## config.mk

```make
export PLATFORM = sky130hd
export DESIGN_NAME = e2q_cordic
export DESIGN_NICKNAME = d
export VERILOG_FILES = /design/src/rtl/e2q_pkg.sv /design/src/rtl/e2q_cordic.sv
export SDC_FILE = /design/constraint.sdc
export NUM_CORES = 2
export LEC_CHECK = 0
export BUFFER_PORTS_ARGS = -buffer_cell sky130_fd_sc_hd__buf_2
export CORE_MARGIN = 2
export CORE_UTILIZATION = 55
export DETAILED_ROUTE_END_ITERATION = 10
export GPL_ROUTABILITY_DRIVEN = 0
export PLACE_DENSITY = 0.79
export SYNTH_ARGS = -nofsm -noshare
export SYNTH_HDL_FRONTEND = slang
export SYNTH_SLANG_ARGS = --single-unit
```

## constraint.sdc

```tcl
create_clock -name clk -period 4.15 [get_ports clk]
set_input_delay 0.6225 -clock clk [delete_from_list [all_inputs] [get_ports clk]]
set_output_delay 0.6225 -clock clk [all_outputs]
set_load 0.02 [all_outputs]
```

## src/rtl/e2q_pkg.sv

```systemverilog
// Package for the Euler angle to quaternion unit.
// Holds angle constants and the CORDIC arctangent table. No dependencies.
package e2q_pkg;

	localparam int TABLE_LEN = 24;
	localparam int ANG_W = 34;
	localparam int ANG_FRAC = 30;
	localparam int OUT_FRAC = 14;
	localparam logic signed [ANG_W-1:0] HALF_PI_Q30 = 34'sd1686629713;
	localparam logic signed [ANG_W-1:0] PI_Q30 = 34'sd3373259426;
	localparam logic signed [63:0] GAIN_Q30 = 64'sd652032874;
	localparam logic signed [16:0] OUT_MAX = 17'sd16384;

	function automatic logic signed [ANG_W-1:0] atan_q30(input int i);
		logic signed [ANG_W-1:0] r;
		case (i)
			0: r = 34'sd843314857;
			1: r = 34'sd497837829;
			2: r = 34'sd263043837;
			3: r = 34'sd133525159;
			4: r = 34'sd67021687;
			5: r = 34'sd33543516;
			6: r = 34'sd16775851;
			7: r = 34'sd8388437;
			8: r = 34'sd4194283;
			9: r = 34'sd2097149;
			default: r = ANG_W'(64'sd1 <<< (30 - i));
		endcase
		return r;
	endfunction

endpackage

```

## src/rtl/e2q_cordic.sv

```systemverilog
// Pipelined rotation-mode CORDIC lane: sine and cosine of half an angle.
// Depends on e2q_pkg. One angle per cycle.
module e2q_cordic import e2q_pkg::*; #(
	parameter int ITER = 16,
	parameter int DW = 16
) (
	input  logic                 clk,
	input  logic signed [15:0]   angle,
	output logic signed [DW-1:0] cos_out,
	output logic signed [DW-1:0] sin_out
);
	localparam int F = DW - 2;
	localparam int XW = DW + 1;
	localparam logic signed [63:0] X0 =
		(GAIN_Q30 + (64'sd1 <<< (ANG_FRAC - F - 1))) >>> (ANG_FRAC - F);

	logic signed [XW-1:0]    x_s [ITER+1];
	logic signed [XW-1:0]    y_s [ITER+1];
	logic signed [ANG_W-1:0] z_s [ITER+1];
	logic                    neg_s [ITER+1];
	logic signed [ANG_W-1:0] z_in;

	assign z_in = ANG_W'(angle) <<< 16;

	always_ff @(posedge clk) begin
		x_s[0] <= XW'(X0);
		y_s[0] <= '0;
		if (z_in > HALF_PI_Q30) begin
			z_s[0] <= PI_Q30 - z_in;
			neg_s[0] <= 1'b1;
		end else if (z_in < -HALF_PI_Q30) begin
			z_s[0] <= -PI_Q30 - z_in;
			neg_s[0] <= 1'b1;
		end else begin
			z_s[0] <= z_in;
			neg_s[0] <= 1'b0;
		end
	end

	for (genvar i = 0; i < ITER; i++) begin : g_it
		always_ff @(posedge clk) begin
			neg_s[i+1] <= neg_s[i];
			if (!z_s[i][ANG_W-1]) begin
				x_s[i+1] <= x_s[i] - (y_s[i] >>> i);
				y_s[i+1] <= y_s[i] + (x_s[i] >>> i);
				z_s[i+1] <= z_s[i] - atan_q30(i);
			end else begin
				x_s[i+1] <= x_s[i] + (y_s[i] >>> i);
				y_s[i+1] <= y_s[i] - (x_s[i] >>> i);
				z_s[i+1] <= z_s[i] + atan_q30(i);
			end
		end
	end

	assign cos_out = neg_s[ITER] ? DW'(-x_s[ITER]) : DW'(x_s[ITER]);
	assign sin_out = DW'(y_s[ITER]);
endmodule

```

* Word level (Yosys, flattened, before mapping)
Memories as Yosys holds them, arrays and structs flattened.
Cells that the tools add are included.
** Storage, ports and cells
- Bits in registers :: 0
- RAM bits :: 1173
- Input port bits :: 17
- Output and inout bits :: 32
- Memories :: 4
** Memories
- z_s :: words 17, width 34, read ports 16, clocked after memory_dff 0, wr ports 17, RTL line e2q_cordic.sv:19 : logic signed [ANG_W-1:0] z_s [ITER+1];
- x_s :: words 17, width 17, read ports 17, clocked after memory_dff 0, wr ports 17, RTL line e2q_cordic.sv:17 : logic signed [XW-1:0] x_s [ITER+1];
- y_s :: words 17, width 17, read ports 17, clocked after memory_dff 0, wr ports 17, RTL line e2q_cordic.sv:18 : logic signed [XW-1:0] y_s [ITER+1];
- neg_s :: words 17, width 1, read ports 17, clocked after memory_dff 0, wr ports 17, RTL line e2q_cordic.sv:20 : logic neg_s [ITER+1];
** Cells by class
- Add/subtract/negate cells :: 98
- $lt $le $gt $ge :: 2
- Multiplexer cells :: 93
- Bitwise logic cells :: 52
** Operators by type and width (count)
- $mux W34 :: 18
- $mux W17 :: 32
- $add A34 B22 Y34 const B :: 2
- $sub A33 B32 Y34 const A :: 2
- $sub A34 B22 Y34 const B :: 2
- $or A1 B1 Y1 :: 52
- $mux W1 :: 42
- $add A17 B10 Y17 :: 2
- $add A17 B11 Y17 :: 2
- $add A17 B12 Y17 :: 2
- $add A17 B13 Y17 :: 2
- $add A17 B14 Y17 :: 2
- $add A17 B15 Y17 :: 2
- $add A17 B16 Y17 :: 2
- $add A17 B2 Y17 :: 2
- $add A17 B3 Y17 :: 2
- $add A17 B4 Y17 :: 2
- $add A17 B5 Y17 :: 2
- $add A17 B6 Y17 :: 2
- $add A17 B7 Y17 :: 2
- $add A17 B8 Y17 :: 2
- $add A17 B9 Y17 :: 2
- $add A34 B17 Y34 const B :: 1
- $add A34 B18 Y34 const B :: 1
- 47 further kinds :: 63

* Depth between registers and ports, before layout
- Depth after elaboration :: 6
- Depth in mapped cells :: 18
- Gate-level depth less buffers :: 18

* Worst setup path before layout
Ideal clock, no wire load.
- Path kind :: register to register
- From :: mem z_s[7][33]
- To :: mem z_s[8][31]
- Setup time :: 72 ps
- Arrival time :: 3771 ps
- Data required time :: 4078 ps
- Setup slack :: 307 ps
- Stages on the path, launching flop included :: 14
- Path buffers :: 1
- Clock period less this slack :: 3843 ps
- Path through :: dfxtp_1 -> clkbuf_1 -> inv_1 -> ha_1 -> fa_1 -> a21oi_1 -> o21ai_1 -> nand3b_1 -> a21oi_2 -> a21o_1 -> a221o_1 -> or4_1 -> a31oi_1 -> xnor2_1
** RTL lines (RTL line)
- start: declaration :: e2q_cordic.sv:19

==> results.txt <==
----------------------------------------------------
[Yosys]
  Fraction of registers with async set/reset ... 0%
  Count of different cell masters after synthesis ... 88
  Most used flip-flop cell after synthesis ... sky130_fd_sc_hd__dfxtp_1
  Share of the yosys chip area belonging to registers ... a little under a third
  Ranking of synthesized cells by area ... sky130_fd_sc_hd__dfxtp_1 30%, sky130_fd_sc_hd__ha_1 19%, sky130_fd_sc_hd__xnor2_1 9.0%
  Top cells by instance count after synthesis ... 910 x sky130_fd_sc_hd__dfxtp_1, 909 x sky130_fd_sc_hd__ha_1, 629 x sky130_fd_sc_hd__xnor2_1
  Synth Area per Inst ... roughly 9 µm²
  Netlist area before placement ... 61,300 µm²
  Yosys warnings ... 0
  Dominant cell type by area after synthesis ... sky130_fd_sc_hd__dfxtp_1
  Number of cells produced by synthesis ... between 6,000 and 7,000
  Number of enable flip-flop cells after synthesis ... 21
  Yosys top cell area share ... between 20% and 30%
  Number of synthesized register bits ... 931
  Count leader, synth ... sky130_fd_sc_hd__dfxtp_1

[Critical path]
  Endpoint type of the worst setup path ... flip-flop
  Maximum fanout along the worst path ... 5
  Worst setup path category ... reg2reg
  Startpoint class of the critical path ... flip-flop
  Required time of the critical path ... between 4 and 5 ns
  CP arrival ... around 4.4 ns

[Clock network]
  Clock root buffer ... sky130_fd_sc_hd__clkbuf_16
  Count of clock tree sinks ... about 930
  Buffer count from post-CTS setup fixing ... 0
  Clock-pin slew on the worst setup and hold paths ... 0.06 ns
  Clock tree from TritonCTS ... done
  CTS Buf Count ... 102
  Depth of the CTS H-tree ... 3
  CTS Hold Buffers Added ... 0
  Max Root-Sink Buffers ... 3
  Quantity of gates resized following cts ... 0
  Clock latency reported for the late side of the worst-skew pair ... 0.70 ns

[STA]
  Final Max Slew Viols ... 0
  # setup viols final ... 0
  Number of hold-slack violations in the final timing report ... 0
  Final clock skew ... about 0.036 ns
  Minimum clock period after layout ... ~3.8 ns
  Max Freq ... about 0.26 GHz
  Sum of negative setup slack ... 0 ns
  Rel. slew slack ... between 40% and 50%
  Setup repair after global routing missed its margin ... false
  Transition time of the tightest slew-check pin ... 0.812 ns
  Period Utilization, post-route ... 91.6%

[Final layout]
  Diodes inserted ... 0
  Final core utilization ... about three fifths
  Number of fill cells ... 9,097
  Area Overhead vs Synth ... 9.49%
  # nets final ... a little under 8,000
  Share of layout cells above drive strength 1 ... under 10%

[Drt]
  Final WL ... 131,000 µm
  Final ANT Viol Nets ... 0
  First-pass iteration count of the detailed router ... 9
  Total via count after detailed routing ... a little under 50,000
  Initial detailed-routing violation count ... approximately 2,100
  Number of vias per cell after detailed routing ... 5.69
  Wire length per cell ... 15.3 µm
  Detailed-route DRC error count ... 1

[GRT]
  Total Routing Usage GR ... a little under a quarter
  Via count of the first global-routing pass ... about 47,000
  Residual overflow from global routing ... 0
  Largest net degree at the start of global routing ... 49
  First-pass GRT wire length ... 218,000 µm
  Number of antenna violations at the first check in global routing ... 0

[Die]
  Total Die Area ... about 110,000 µm²
  Vert. Die Dim ... 338 µm
  I/O pin cnt ... slightly below 50
  Core area ... between 100,000 and 150,000 µm²
  Effective utilization at floorplan ... a little under three fifths
  Site row count ... approximately 120
  Die width ... between 300 and 400 µm

[Min path]
  Worst min path class ... in2reg

[Status]
  Run status ... complete, but fails checks
  Failing checks ... design-rule violations

[Place]
  HPWL after detailed placement ... around 100,000 µm
  IO buf count ... 48

[Run]
  Max_cap viols ... 0

----------------------------------------------------
cell families (layout without fill, tap and decap cells):
logic type | after synthesis | in the layout | synth area share [%]
muxes | 57 | 57 | 0.973
AOI/OAI and AO/OA | 1929 | 1929 | 20.1
adders and majority gates | 949 | 949 | 19.8
buffers and inverters | 472 | 661 | 2.89
and+or+nand+nor | 1633 | 1633 | 12.6
DFF | 931 | 931 | 30.7
xor gates and xnor gates | 896 | 896 | 12.8
other | 2 | 25 | 0.0122
routing by layer:
layer | track usage (%) | up-vias | share of wire (%)
li1 | - | 24857 | -
met1 | 24.5 | 22574 | 41
met2 | 43.0 | 975 | 51
met3 | 2.73 | 372 | 3.2
met4 | 10.6 | 0 | 4.7
met5 | 0 | - | 0
cell type report:
type	instances	area, µm²	area share, %
multi-input cells	5489	40800	60.8
flip-flops and latches	931	18900	28.1
clock buffers	132	2890	4.30
well taps	1488	1860	2.77
inverters	378	1420	2.11
clock inverters	60	761	1.13
repair buffers	91	576	0.857
critical path: stages, from the launching register on:
cell                       delay (ns)
sky130_fd_sc_hd__dfxtp_1         0.35
sky130_fd_sc_hd__or4_1           0.57
sky130_fd_sc_hd__or3_1           0.43
sky130_fd_sc_hd__ha_1            0.29
sky130_fd_sc_hd__a21oi_1         0.15
sky130_fd_sc_hd__ha_1            0.31
sky130_fd_sc_hd__a21o_1          0.21
sky130_fd_sc_hd__a21o_1          0.19
sky130_fd_sc_hd__a21oi_1         0.22
sky130_fd_sc_hd__o21ai_1         0.16
sky130_fd_sc_hd__nor4b_1         0.40
sky130_fd_sc_hd__o21bai_1        0.13
sky130_fd_sc_hd__a21oi_1         0.19
sky130_fd_sc_hd__xnor2_1         0.13
layout by cell type (no fill, tap or decap), types with 54 or more instances in the layout:
master,count
sky130_fd_sc_hd__o21a_1,99
sky130_fd_sc_hd__xor2_1,265
sky130_fd_sc_hd__inv_1,372
sky130_fd_sc_hd__nor3_1,171
sky130_fd_sc_hd__a21oi_1,618
sky130_fd_sc_hd__nor2_1,560
sky130_fd_sc_hd__a21o_1,280
sky130_fd_sc_hd__o31ai_1,54
sky130_fd_sc_hd__nand3_1,111
sky130_fd_sc_hd__xnor2_1,629
sky130_fd_sc_hd__clkbuf_16,106
sky130_fd_sc_hd__and3_1,54
sky130_fd_sc_hd__o21ai_1,86
sky130_fd_sc_hd__or3_1,56
sky130_fd_sc_hd__ha_1,909
sky130_fd_sc_hd__o21bai_1,100
sky130_fd_sc_hd__dfxtp_1,906
sky130_fd_sc_hd__nand2b_1,68
sky130_fd_sc_hd__a31oi_1,75
sky130_fd_sc_hd__nand2_1,338
sky130_fd_sc_hd__nor2b_1,114
sky130_fd_sc_hd__o21ai_0,257
through the flow:
stage / std cells / cell area (µm²) / hold slack [ns] / setup WS (ns)
after floorplan: 6892 / 61400 / 0.310 / 0.307
after global placement: 8377 / 63500 / 0.310 / 0.536
after detailed placement: 8377 / 63500 / 0.312 / 0.472
after CTS: 8569 / 67200 / 0.0912 / 0.396
after global routing: 8569 / 67200 / 0.116 / 0.0577
final: 8569 / 67200 / 0.132 / 0.348
state kept, by name, summed over array words and instances (netlist names):
register  cells
y_s         252
neg_s        16
x_s         254
z_s         409
final timing paths:
path	startpoint	endpoint	slack (ns)	depth (start not counted)
hold reg to reg	neg_s[0][7]	neg_s[0][8]	0.32	0
hold / removal	angle[14]	z_s[0][30]	0.13	1
setup / recovery	y_s[9][14]	x_s[10][16]	0.35	13
setup reg to reg	y_s[9][14]	x_s[10][16]	0.35	13
Power is left out: the tool's default activity adds up to more than one toggle a clock period on the data nets, which glitch-free logic cannot reach.
